### src/design/sra_pkg.sv
// shared types, character constants and helpers for the signed radix to ascii block
// no dependencies; used by signed_radix_to_ascii_top
package sra_pkg;

  // alphabet register file
  localparam int NUM_REGS    = 8;
  localparam int REG_IDX_W   = 3;
  localparam int CFG_INDEX_W = 4;
  localparam int ALPHA_BYTES = 64;
  localparam int BYTE_IDX_W  = 6;

  // long division bits retired per cycle
  localparam int DIV_STEPS = 8;

  // ascii codes
  localparam logic [7:0] CH_DIGIT_LO = 8'd48;
  localparam logic [7:0] CH_DIGIT_HI = 8'd57;
  localparam logic [7:0] CH_UPPER_LO = 8'd65;
  localparam logic [7:0] CH_UPPER_HI = 8'd90;
  localparam logic [7:0] CH_LOWER_LO = 8'd97;
  localparam logic [7:0] CH_LOWER_HI = 8'd122;
  localparam logic [7:0] CH_MINUS    = 8'd45;
  localparam logic [7:0] CH_NUL      = 8'd0;

  typedef enum logic [2:0] {
    ST_IDLE,
    ST_CHECK,
    ST_DIV,
    ST_SIGN,
    ST_READ,
    ST_LOAD
  } state_t;

  function automatic logic is_alnum(input logic [7:0] c);
    return (c >= CH_DIGIT_LO && c <= CH_DIGIT_HI) ||
           (c >= CH_UPPER_LO && c <= CH_UPPER_HI) ||
           (c >= CH_LOWER_LO && c <= CH_LOWER_HI);
  endfunction

endpackage

### src/design/signed_radix_to_ascii_top.sv
// signed number to text converter with a configurable digit alphabet
// depends on sra_pkg (state type, ascii constants, alphabet helpers)
//
//  channel | direction | handshake            | payload
//  --------+-----------+----------------------+------------------------
//  in      | sink      | in_valid / in_stall  | value
//  out     | source    | out_valid / out_stall| text_char, final_char
//  cfg     | sink      | cfg_valid / cfg_ready| cfg_index, cfg_data
//
// each digit of an item comes from the long division loop, which retires 8
// quotient bits a cycle; a negative item prints a minus sign first, and each
// digit character goes through the registered read of the digit buffer.
// cfg_ready is low while an item is divided or printed; in_stall is high during
// a config beat and while the alphabet is checked one character a cycle (a new
// config beat restarts the check); reset leaves an empty (invalid) alphabet, so
// items are taken and dropped until one is written.
// out_stall holds the output register and any load behind it; the next item is taken
// while the last character of the previous one still waits.
module signed_radix_to_ascii_top #(
  parameter int VALUE_WIDTH  = 32,
  parameter int ALPHABET_MAX = 64
) (
  input  logic                            clk,
  input  logic                            rst,
  // item input
  input  logic                            in_valid,
  output logic                            in_stall,
  input  logic signed [VALUE_WIDTH-1:0]   value,
  // character output
  output logic                            out_valid,
  input  logic                            out_stall,
  output logic [7:0]                      text_char,
  output logic                            final_char,
  // alphabet register writes
  input  logic                            cfg_valid,
  output logic                            cfg_ready,
  input  logic [sra_pkg::CFG_INDEX_W-1:0] cfg_index,
  input  logic [63:0]                     cfg_data
);

  localparam int STEPS   = sra_pkg::DIV_STEPS;
  localparam int NCHUNK  = (VALUE_WIDTH + STEPS - 1) / STEPS;
  localparam int W_PAD   = NCHUNK * STEPS;
  localparam int CHUNK_W = $clog2(NCHUNK + 1);
  localparam int RADIX_W = $clog2(ALPHABET_MAX + 1);
  localparam int DIGIT_W = $clog2(ALPHABET_MAX);
  localparam int ND_W    = $clog2(VALUE_WIDTH + 1);
  localparam int MIDX_W  = $clog2(VALUE_WIDTH);
  localparam int BIW     = sra_pkg::BYTE_IDX_W;
  localparam int CIW     = sra_pkg::CFG_INDEX_W;
  localparam int RIW     = sra_pkg::REG_IDX_W;

  // ---------------------------------------------------------------
  // alphabet registers and their byte view
  // ---------------------------------------------------------------
  logic [63:0] alpha_regs [sra_pkg::NUM_REGS];
  logic [7:0]  alpha_bytes [sra_pkg::ALPHA_BYTES];

  for (genvar b = 0; b < sra_pkg::ALPHA_BYTES; b++) begin : g_bytes
    assign alpha_bytes[b] = alpha_regs[b / 8][(b % 8) * 8 +: 8];
  end

  sra_pkg::state_t state, state_next;

  // alphabet writes only between items
  logic cfg_we;
  assign cfg_ready = (state == sra_pkg::ST_IDLE) || (state == sra_pkg::ST_CHECK);
  assign cfg_we    = cfg_valid && cfg_ready;

  always_ff @(posedge clk) begin
    if (rst) begin
      for (int r = 0; r < sra_pkg::NUM_REGS; r++) begin
        alpha_regs[r] <= '0;
      end
    end else if (cfg_we && cfg_index < CIW'(sra_pkg::NUM_REGS)) begin
      alpha_regs[cfg_index[RIW-1:0]] <= cfg_data;
    end
  end

  // ---------------------------------------------------------------
  // state and datapath registers
  // ---------------------------------------------------------------
  logic [RADIX_W-1:0] chk_cnt;     // character under check
  logic               alpha_ok;    // alphabet passed all checks
  logic [RADIX_W-1:0] radix;       // alphabet length
  logic               neg;         // current item is negative
  logic [W_PAD-1:0]   num;         // numerator, quotient shifts in at the bottom
  logic [RADIX_W-1:0] rem;         // partial remainder
  logic [CHUNK_W-1:0] chunk;       // division chunk counter
  logic [ND_W-1:0]    nd;          // digits stored / digits left to send
  logic [DIGIT_W-1:0] rd_data;     // registered digit buffer read

  logic [DIGIT_W-1:0] digit_mem [VALUE_WIDTH];

  // ---------------------------------------------------------------
  // shared alphabet byte read: checker index or digit to print
  // ---------------------------------------------------------------
  logic [BIW-1:0] byte_idx;
  logic [7:0]     byte_rd;

  assign byte_idx = (state == sra_pkg::ST_CHECK) ? BIW'(chk_cnt) : BIW'(rd_data);
  assign byte_rd  = alpha_bytes[byte_idx];

  // check of one character against every earlier one
  logic chk_end, chk_bad, chk_dup;

  always_comb begin
    chk_dup = 1'b0;
    for (int j = 0; j < sra_pkg::ALPHA_BYTES; j++) begin
      if (j < int'(chk_cnt) && alpha_bytes[j] == byte_rd) begin
        chk_dup = 1'b1;
      end
    end
  end

  assign chk_end = (chk_cnt == RADIX_W'(ALPHABET_MAX)) || (byte_rd == sra_pkg::CH_NUL);
  assign chk_bad = !sra_pkg::is_alnum(byte_rd) || chk_dup;

  // ---------------------------------------------------------------
  // magnitude of the incoming value
  // ---------------------------------------------------------------
  logic [VALUE_WIDTH-1:0] v_u, mag;

  assign v_u = value;
  assign mag = v_u[VALUE_WIDTH-1] ? VALUE_WIDTH'(~v_u + 1'b1) : v_u;

  // ---------------------------------------------------------------
  // shared divide unit: eight restoring long division steps
  // ---------------------------------------------------------------
  logic [W_PAD-1:0]   num_step;
  logic [RADIX_W-1:0] rem_step;

  always_comb begin
    logic [W_PAD-1:0]   n_t;
    logic [RADIX_W:0]   r_t;
    logic [RADIX_W-1:0] r_s;
    n_t = num;
    r_s = rem;
    r_t = '0;
    for (int s = 0; s < STEPS; s++) begin
      r_t = {r_s, n_t[W_PAD-1]};
      n_t = {n_t[W_PAD-2:0], 1'b0};
      if (r_t >= {1'b0, radix}) begin
        r_t    = r_t - {1'b0, radix};
        n_t[0] = 1'b1;
      end
      r_s = r_t[RADIX_W-1:0];
    end
    num_step = n_t;
    rem_step = r_s;
  end

  logic last_chunk, quot_zero;
  assign last_chunk = (chunk == CHUNK_W'(NCHUNK - 1));
  assign quot_zero  = (num_step == '0);

  logic [ND_W-1:0] nd_m1;
  logic            nd_last;
  assign nd_m1   = nd - ND_W'(1);
  assign nd_last = (nd == ND_W'(1));

  logic out_free;
  assign out_free = !out_valid || !out_stall;

  // ---------------------------------------------------------------
  // sequencer: next state
  // ---------------------------------------------------------------
  always_comb begin
    state_next = state;
    case (state)
      sra_pkg::ST_IDLE: begin
        if (cfg_we) begin
          state_next = sra_pkg::ST_CHECK;
        end else if (in_valid && alpha_ok) begin
          state_next = sra_pkg::ST_DIV;
        end
      end
      sra_pkg::ST_CHECK: begin
        if (cfg_we) begin
          state_next = sra_pkg::ST_CHECK;
        end else if (chk_end || chk_bad) begin
          state_next = sra_pkg::ST_IDLE;
        end
      end
      sra_pkg::ST_DIV: begin
        if (last_chunk && quot_zero) begin
          state_next = neg ? sra_pkg::ST_SIGN : sra_pkg::ST_READ;
        end
      end
      sra_pkg::ST_SIGN: begin
        if (out_free) begin
          state_next = sra_pkg::ST_READ;
        end
      end
      sra_pkg::ST_READ: begin
        state_next = sra_pkg::ST_LOAD;
      end
      sra_pkg::ST_LOAD: begin
        if (out_free) begin
          state_next = nd_last ? sra_pkg::ST_IDLE : sra_pkg::ST_READ;
        end
      end
      default: begin
        state_next = sra_pkg::ST_IDLE;
      end
    endcase
  end

  // ---------------------------------------------------------------
  // sequencer: control outputs
  // ---------------------------------------------------------------
  logic chk_start, chk_step, chk_done, take, div_run, dig_we, rd_en;
  logic load_sign, load_digit;

  always_comb begin
    in_stall   = 1'b1;
    chk_start  = 1'b0;
    chk_step   = 1'b0;
    chk_done   = 1'b0;
    take       = 1'b0;
    div_run    = 1'b0;
    dig_we     = 1'b0;
    rd_en      = 1'b0;
    load_sign  = 1'b0;
    load_digit = 1'b0;
    case (state)
      sra_pkg::ST_IDLE: begin
        // a config beat holds off the item so it is not lost
        in_stall  = cfg_we;
        chk_start = cfg_we;
        take      = in_valid && !cfg_we;
      end
      sra_pkg::ST_CHECK: begin
        chk_start = cfg_we;
        chk_done  = !cfg_we && (chk_end || chk_bad);
        chk_step  = !cfg_we && !chk_end && !chk_bad;
      end
      sra_pkg::ST_DIV: begin
        div_run = 1'b1;
        dig_we  = last_chunk;
      end
      sra_pkg::ST_SIGN: begin
        load_sign = out_free;
      end
      sra_pkg::ST_READ: begin
        rd_en = 1'b1;
      end
      sra_pkg::ST_LOAD: begin
        load_digit = out_free;
      end
      default: begin
        in_stall = 1'b1;
      end
    endcase
  end

  // ---------------------------------------------------------------
  // registers
  // ---------------------------------------------------------------
  always_ff @(posedge clk) begin
    if (rst) begin
      state     <= sra_pkg::ST_IDLE;
      alpha_ok  <= 1'b0;
      radix     <= '0;
      chk_cnt   <= '0;
      out_valid <= 1'b0;
    end else begin
      state <= state_next;

      // alphabet check
      if (chk_start) begin
        chk_cnt  <= '0;
        alpha_ok <= 1'b0;
      end else if (chk_step) begin
        chk_cnt <= chk_cnt + RADIX_W'(1);
      end else if (chk_done) begin
        radix    <= chk_cnt;
        alpha_ok <= chk_end && (chk_cnt >= RADIX_W'(2));
      end

      // output register
      if (load_sign || load_digit) begin
        out_valid <= 1'b1;
      end else if (!out_stall) begin
        out_valid <= 1'b0;
      end
    end
  end

  // payload registers, no reset
  always_ff @(posedge clk) begin
    if (take) begin
      neg   <= v_u[VALUE_WIDTH-1];
      num   <= W_PAD'(mag);
      rem   <= '0;
      chunk <= '0;
      nd    <= '0;
    end else if (div_run) begin
      if (last_chunk) begin
        num   <= num_step;
        rem   <= '0;
        chunk <= '0;
        nd    <= nd + ND_W'(1);
      end else begin
        num   <= num_step;
        rem   <= rem_step;
        chunk <= chunk + CHUNK_W'(1);
      end
    end else if (load_digit) begin
      nd <= nd_m1;
    end

    if (load_sign) begin
      text_char  <= sra_pkg::CH_MINUS;
      final_char <= 1'b0;
    end else if (load_digit) begin
      text_char  <= byte_rd;
      final_char <= nd_last;
    end
  end

  // digit buffer, least significant digit at index 0
  always_ff @(posedge clk) begin
    if (dig_we) begin
      digit_mem[nd[MIDX_W-1:0]] <= DIGIT_W'(rem_step);
    end
    if (rd_en) begin
      rd_data <= digit_mem[nd_m1[MIDX_W-1:0]];
    end
  end

  // ---------------------------------------------------------------
  // assertions
  // ---------------------------------------------------------------
  a_div_needs_alphabet : assert property (@(posedge clk) disable iff (rst)
    (state == sra_pkg::ST_DIV) |-> alpha_ok)
    else $error("division running with an invalid alphabet");

  a_rem_below_radix : assert property (@(posedge clk) disable iff (rst)
    (state == sra_pkg::ST_DIV) |-> (rem < radix))
    else $error("partial remainder not below radix");

  a_digit_count : assert property (@(posedge clk) disable iff (rst)
    (state == sra_pkg::ST_DIV) |-> (nd < ND_W'(VALUE_WIDTH)))
    else $error("digit buffer overflow");

  a_last_ends_item : assert property (@(posedge clk) disable iff (rst)
    (load_digit && nd_last) |=> (state == sra_pkg::ST_IDLE) && final_char)
    else $error("last digit did not end the item");

  a_out_from_load : assert property (@(posedge clk) disable iff (rst)
    $rose(out_valid) |-> ($past(state) == sra_pkg::ST_SIGN ||
                          $past(state) == sra_pkg::ST_LOAD))
    else $error("output beat raised outside a load");

endmodule
### config.mk
export PLATFORM = sky130hd
export DESIGN_NAME = signed_radix_to_ascii_top
export DESIGN_NICKNAME = d
export VERILOG_FILES = /design/src/design/sra_pkg.sv /design/src/design/signed_radix_to_ascii_top.sv
export SDC_FILE = /design/constraint.sdc
export NUM_CORES = 2
export LEC_CHECK = 0
export BUFFER_PORTS_ARGS = -buffer_cell sky130_fd_sc_hd__buf_4
export CAP_MARGIN = 20
export CELL_PAD_IN_SITES_DETAIL_PLACEMENT = 1
export CELL_PAD_IN_SITES_GLOBAL_PLACEMENT = 2
export CORE_MARGIN = 2
export CORE_UTILIZATION = 47
export CTS_CLUSTER_DIAMETER = 200
export DETAILED_ROUTE_END_ITERATION = 10
export PLACE_DENSITY_LB_ADDON = 0.15
export SYNTH_ARGS = -nofsm -noshare
export SYNTH_HDL_FRONTEND = slang
export SYNTH_SLANG_ARGS = --single-unit
export TNS_END_PERCENT = 20
### constraint.sdc
create_clock -name clk -period 35.9 [get_ports clk]
set_input_delay 3.59 -clock clk [delete_from_list [all_inputs] [get_ports clk]]
set_output_delay 3.59 -clock clk [all_outputs]
set_load 0.02 [all_outputs]
# Word level (Yosys, flattened, before mapping)
# Memories as Yosys holds them, arrays and structs flattened. A register that Yosys moved wholly into a read port is not among the register bits.
# Index checks and enable logic that the tools add are counted.
# W data, S select, Z words.
[totals] reg_bits=77 latch_bits=0 ram_bits=704 mem_bits_ro=0 in_bits=105 wordCells=417 mem_count=2
[memory_table] memory="alpha_regs" words=8 word_bits=64 read_ports=8 rd_ports_with_merged_regs=0 wr=8 line_no="signed_radix_to_ascii_top.sv:56" text="logic [63:0] alpha_regs [sra_pkg::NUM_REGS];"
[memory_table] memory="digit_mem" words=32 word_bits=6 read_ports=1 rd_ports_with_merged_regs=1 wr=1 line_no="signed_radix_to_ascii_top.sv:93" text="logic [DIGIT_W-1:0] digit_mem [VALUE_WIDTH];"
[classes] add_sub_neg=13 multipliers=0 n_div=0 n_lt_le_gt_ge=81 n_eq_ne=79 shift=0 mux=124 bitwise_logic=4 reduce_logical=102
[ops] operator="$eq A8 B8 Y1" count=64
[ops] operator="$lt A6 B7 Y1 const A" count=32
[ops] operator="$lt A5 B7 Y1 const A" count=16
[ops] operator="$mux W32" count=3
[ops] operator="$mux W1" count=92
[ops] operator="$logic_and A1 B1 Y1" count=76
[ops] operator="$ge A8 B7 Y1" count=8
[ops] operator="$mux W64" count=1
[ops] operator="$reduce_or A64 Y1" count=1
[ops] operator="$mux W7" count=9
[ops] operator="$lt A4 B7 Y1 const A" count=8
[ops] operator="$sub A7 B7 Y7" count=8
[ops] operator="$bmux W8 S6" count=1
[ops] operator="$mux W3" count=11
[ops] operator="$add A32 B1 Y32 const B" count=1
[ops] operator="$logic_not A32 Y1" count=1
[ops] operator="$not A32 Y32" count=1
[ops] operator="$lt A3 B7 Y1 const A" count=4
[ops] operator="$mux W6" count=4
[ops] operator="$pmux W3 S6" count=1
[ops] operator="$ge A8 B7 Y1 const B" count=2
[ops] operator="$le A8 B7 Y1 const B" count=2
[ops] operator="$mux W8" count=2
[ops] operator="$lt A1 B7 Y1 const A" count=2
[ops] operator="29 further kinds" count=53

# Logic depth before layout (Yosys ltp)
[depth] word_depth=78 ltp_mapped=95

# Worst setup path after synthesis
# Ideal clock, no wire load.
[synth_timing] path_type="reg2reg" from="register radix[1]" to="memory digit_mem[0][0] in the netlist's numbering (data pin)" arrival_ns=17.933 t_required_ns=35.508 slack_ns=17.575 stages_incl_launch_ff=87 n_path_buf=4 path_cell_list="dfxtp_1 -> inv_1 -> fa_1 -> a21o_1 -> a21oi_1 -> o21ai_0 -> a21o_1 -> a21oi_1 -> mux2_2 -> fa_1 -> nor2b_1 -> o21ai_0 -> a21boi_0 -> o21a_1 -> o31a_1 -> or3_1 -> clkbuf_1 -> mux2_2 -> [51 not listed] -> a21o_1 -> a21oi_1 -> o21ai_0 -> a21oi_1 -> and4_1 -> a31oi_1 -> nand2_1 -> mux2i_1 -> fa_1 -> a21o_1 -> a21oi_1 -> o21bai_1 -> a21oi_1 -> o21ai_0 -> a21oi_1 -> o21ai_0 -> nor3_2 -> mux2i_1"
[synth_between] elab_chain_cells=16 word_cells_on_any_way=23 classes_between="7 x add/sub; 8 x order compare; 8 x mux"
[synth_rtl] element="start: declaration" line_no="signed_radix_to_ascii_top.sv:85" text="logic [RADIX_W-1:0] radix;"
[synth_rtl] element="start signal: assignment" line_no="signed_radix_to_ascii_top.sv:277" text="radix <= chk_cnt;"
[synth_rtl] element="$sub A7 B7 Y7 or $ge A8 B7 Y1 (tied branches)" line_no="signed_radix_to_ascii_top.sv:144, signed_radix_to_ascii_top.sv:143"
[synth_rtl] element="$mux W7" line_no="signed_radix_to_ascii_top.sv:143" text="if (r_t >= {1'b0, radix}) begin"
[synth_rtl] element="$sub A7 B7 Y7 or $ge A8 B7 Y1 (tied branches)" line_no="signed_radix_to_ascii_top.sv:144, signed_radix_to_ascii_top.sv:143"
[synth_rtl] element="$mux W7" line_no="signed_radix_to_ascii_top.sv:143"
[synth_rtl] element="$sub A7 B7 Y7 or $ge A8 B7 Y1 (tied branches)" line_no="signed_radix_to_ascii_top.sv:144, signed_radix_to_ascii_top.sv:143"
[synth_rtl] element="$mux W7" line_no="signed_radix_to_ascii_top.sv:143"
[synth_rtl] element="$sub A7 B7 Y7 or $ge A8 B7 Y1 (tied branches)" line_no="signed_radix_to_ascii_top.sv:144, signed_radix_to_ascii_top.sv:143"
[synth_rtl] element="$mux W7" line_no="signed_radix_to_ascii_top.sv:143"
[synth_rtl] element="$sub A7 B7 Y7 or $ge A8 B7 Y1 (tied branches)" line_no="signed_radix_to_ascii_top.sv:144, signed_radix_to_ascii_top.sv:143"
[synth_rtl] element="$mux W7" line_no="signed_radix_to_ascii_top.sv:143"
[synth_rtl] element="$sub A7 B7 Y7 or $ge A8 B7 Y1 (tied branches)" line_no="signed_radix_to_ascii_top.sv:144, signed_radix_to_ascii_top.sv:143"
[synth_rtl] element="$mux W7" line_no="signed_radix_to_ascii_top.sv:143"
[synth_rtl] element="$ge A8 B7 Y1 or $sub A7 B7 Y7 (tied branches)" line_no="signed_radix_to_ascii_top.sv:143, signed_radix_to_ascii_top.sv:144"
[synth_rtl] element="$mux W7" line_no="signed_radix_to_ascii_top.sv:143"
[synth_rtl] element="$ge A8 B7 Y1 (*)" line_no="signed_radix_to_ascii_top.sv:143"
[synth_rtl] element="$mux W7 (*)" line_no="signed_radix_to_ascii_top.sv:143"
[synth_rtl] element="named net rem_step[0]" line_no="signed_radix_to_ascii_top.sv:131" text="logic [RADIX_W-1:0] rem_step;"
[synth_rtl] element="end: declaration" line_no="signed_radix_to_ascii_top.sv:93"
# Mark *: on every way through the listed nets, which the timed path passes. The rest lies on a longest branch.

# Worst setup path in the final report
[layout_timing] from="register radix[1]" to="memory digit_mem[12][0] in the netlist's numbering (data pin)"
# The elaborated chain is that of the path after synthesis.

==> results.py <==
metrics = {
    "status": {
        "status": "complete, no violations",
    },
    "critical_path": {
        "critPathKind": "reg -> reg",
        "path_common_cell": "o21ai_0",
        "crit_slowest_cell": "mux2i_4",
        "crit_path_max_fanout": 33,
        "required_ns": 36.30,
        "endpoint_kind": "flop",
        "worstPathArrival_ns": 21.97,
        "rr_worst_depth": 86,
        "start_kind": "flop",
        "slowest_delay_ns": 0.93,
    },
    "sta": {
        "period_needed_ns": 21.57,
        "rsz0062_at_grt": "false",
        "relSlewSlack": 0.09523,
        "tns_ns": 0,
        "finalSetupViolations": 0,
        "drv_slew": 0,
        "hold_viol": 0,
        "period_share": 0.6009,
        "tightest_slew_ns": 1.357,
        "fmax_mhz": 46.35,
        "clock_skew_ns": 0.05276,
    },
    "cells_and_area": {
        "layout-drive-gt1-share": 0.1428,
        "synthToLayoutAreaGrowth_pct": 11.08,
        "layout.nets": 4736,
        "num-fill-cells": 11100,
    },
    "grt": {
        "grt_max_degree": 73,
        "grt_pass1_vias": 40810,
        "grt_pass1_wl_um": 322500,
        "globalRouteOverflowTotal": 0,
        "antenna_found_initial": 33,
        "track_usage": 0.4270,
    },
    "floorplanning": {
        "dieArea_um2": 108800,
        "coreArea_um2": 105300,
        "fp-row-count": 119,
        "dieWidth_um": 329.9,
        "start_util": 0.4742,
        "die_y_um": 329.9,
        "ios": 117,
    },
    "route": {
        "wire_per_inst_um": 38.77,
        "drtIter0Drc": 5421,
        "via_per_inst": 6.862,
        "totalWireLength_um": 234600,
        "ant_nets": 0,
        "vias": 41510,
        "dr.pass1.iters": 5,
        "drc": 0,
    },
    "logic_synthesis": {
        "async_reset_ff_frac": 0,
        "synth_cell_types": 110,
        "seq_area_frac_synth": 0.4647,
        "synth_top_flop_cell": "edfxtp_1",
        "yosys.area.top_type": "edfxtp_1",
        "synth_area_um2": 49910,
        "synth_seq_cells": 787,
        "synth_cells": 4513,
        "yosys-top-cells-area": "edfxtp_1, and2_1, mux4_2",
        "synth_warnings": 0,
        "avgSynthCellArea_um2": 11.06,
        "synth.top_cell.area_share": 0.4470,
        "synth_nets": 4691,
        "synth_edf_count": 743,
    },
    "cts": {
        "cts_made_buffers": 91,
        "clkSlewWorstSetupHoldPaths_ns": 0.06,
        "clock-sinks": 787,
        "root_buffer": "clkbuf_16",
        "clock_latency_ns": 0.73,
        "ctsResizeCount": 0,
        "clockBufferDepth": 3,
        "h-tree-depth": 3,
        "cts_tree": "done",
        "post_cts_buffers": 0,
        "postCtsHoldBufs": 0,
    },
    "min_path": {
        "hold_class": "reg -> reg",
        "worstHoldPathCells": 2,
    },
    "flow_run": {
        "maxCapViolCount": 0,
    },
    "placement": {
        "gp_congestion": 1.049,
        "dp_hpwl_um": 163300,
        "port_buffers": 116,
    },
}
-- worst paths after layout --
| kind | startpoint | end | slack (ns) |
|---|---|---|---|
| max | radix[1]$_SDFFE_PP0P_ | digit_mem[12][0]$_DFFE_PP_ | 14.33 |
| max reg2reg | radix[1]$_SDFFE_PP0P_ | digit_mem[12][0]$_DFFE_PP_ | 14.33 |
| min | rem[6]$_SDFFE_PP0P_ | rem[6]$_SDFFE_PP0P_ | 0.47 |
| min reg2reg | rem[6]$_SDFFE_PP0P_ | rem[6]$_SDFFE_PP0P_ | 0.47 |
-- area by class of cell --
cell class              instances  area (µm²)  share of cell area
well taps                    1391        1740             0.03139
inverters                      95       356.6            0.006432
diodes                         23       57.56            0.001038
multi-input cells            3327       25080              0.4523
flip-flops and latches        787       23210              0.4186
clock inverters                58       640.6             0.01155
clock buffers                 113        2360             0.04256
repair buffers                256        2002             0.03611
-- worst max-delay path: cells and delay by family, from the launching register on --
family	cells	cell delay, ns
compound gates	49	10.77
fa+ha+maj	8	3.07
buf+inv	7	1.36
flops	1	0.77
mux	5	2.06
simple gates	17	3.19
-- state kept, by name (all words and copies together) (netlist names) --
signal	cells
alpha_ok	1
alpha_regs	512
chk_cnt	7
chunk	3
digit_mem	192
final_char	1
nd	6
neg	1
num	32
out_valid	1
radix	7
rd_data	6
rem	7
state	3
text_char	8
-- cell usage after synthesis (24+ instances only) --
library cell and count:
buf_2 68, clkbuf_1 150, edfxtp_1 743, and3_1 46, dfxtp_1 44, inv_1 91, o21ai_0 184, o211ai_1 33
a211oi_1 59, or3_1 45, ha_1 65, nand3_1 87, a21oi_1 178, buf_4 27, a21o_1 34, xor2_1 221
and2_1 556, mux4_2 99, buf_6 35, nand2_1 269, mux2i_1 172, nor3_1 81, nor4_1 75, a2111oi_0 32
mux2_2 77, a31oi_1 24, nand2b_1 34, nor2_1 168, a221oi_1 36, nor2b_1 47, nand4_1 56, xnor2_1 251
-- per-layer routing --
layer / track usage / up-vias / share of wire
li1: - / 16970 / -
met1: 0.5169 / 21060 / 0.37
met2: 0.6503 / 2668 / 0.44
met3: 0.1128 / 813 / 0.10
met4: 0.3300 / 10 / 0.090
met5: 0 / - / 0.00032
-- layout by cell type, fill, tap and decap left out, types with 24 or more instances in the layout --
cell         n
mux2i_1    169
a2111oi_0   30
and2_1     556
xnor2_1    249
nor2_1     161
nand4_1     56
clkbuf_16   91
xor2_1     221
inv_1       91
and3_1      46
nor4_1      74
a21o_1      34
a21oi_1    178
nor3_1      77
edfxtp_1   743
mux2_2      77
buf_4      246
nand2b_1    34
mux4_2      99
nand2_1    266
ha_1        64
a211oi_1    58
or3_1       45
o211ai_1    33
nand3_1     87
dfxtp_1     38
a31oi_1     24
a221oi_1    36
nor2b_1     47
clkinv_1    25
o21ai_0    178
-- per-stage QoR --
step / hold slack (ns) / cell area (µm²) / std cells / setup slack, ns / util
after floorplan: 0.4257 / 49910 / 4513 / 17.57 / -
after global placement: 0.4541 / 52240 / 5845 / 14.40 / 0.4963
after detailed placement: 0.4599 / 52280 / 5848 / 14.06 / 0.4966
after CTS: 0.4741 / 55280 / 6019 / 14.03 / 0.5251
after global routing: 0.4991 / 55390 / 6029 / 12.36 / 0.5262
final: 0.4680 / 55440 / 6050 / 14.33 / 0.5267
-- kinds of logic after synthesis --
family,after synthesis,synth area share
buffers and inverters,399,0.03946
AND/OR/NAND/NOR,1582,0.1788
flip-flops,787,0.4647
AO/OA/AOI/OAI,848,0.1170
multiplexers,352,0.09781
XOR/XNOR,472,0.08282
adder cells (fa/ha/maj),73,0.01950
Power is left out: the tool's default activity adds up to more than one toggle a clock period on the data nets, which glitch-free logic cannot reach.
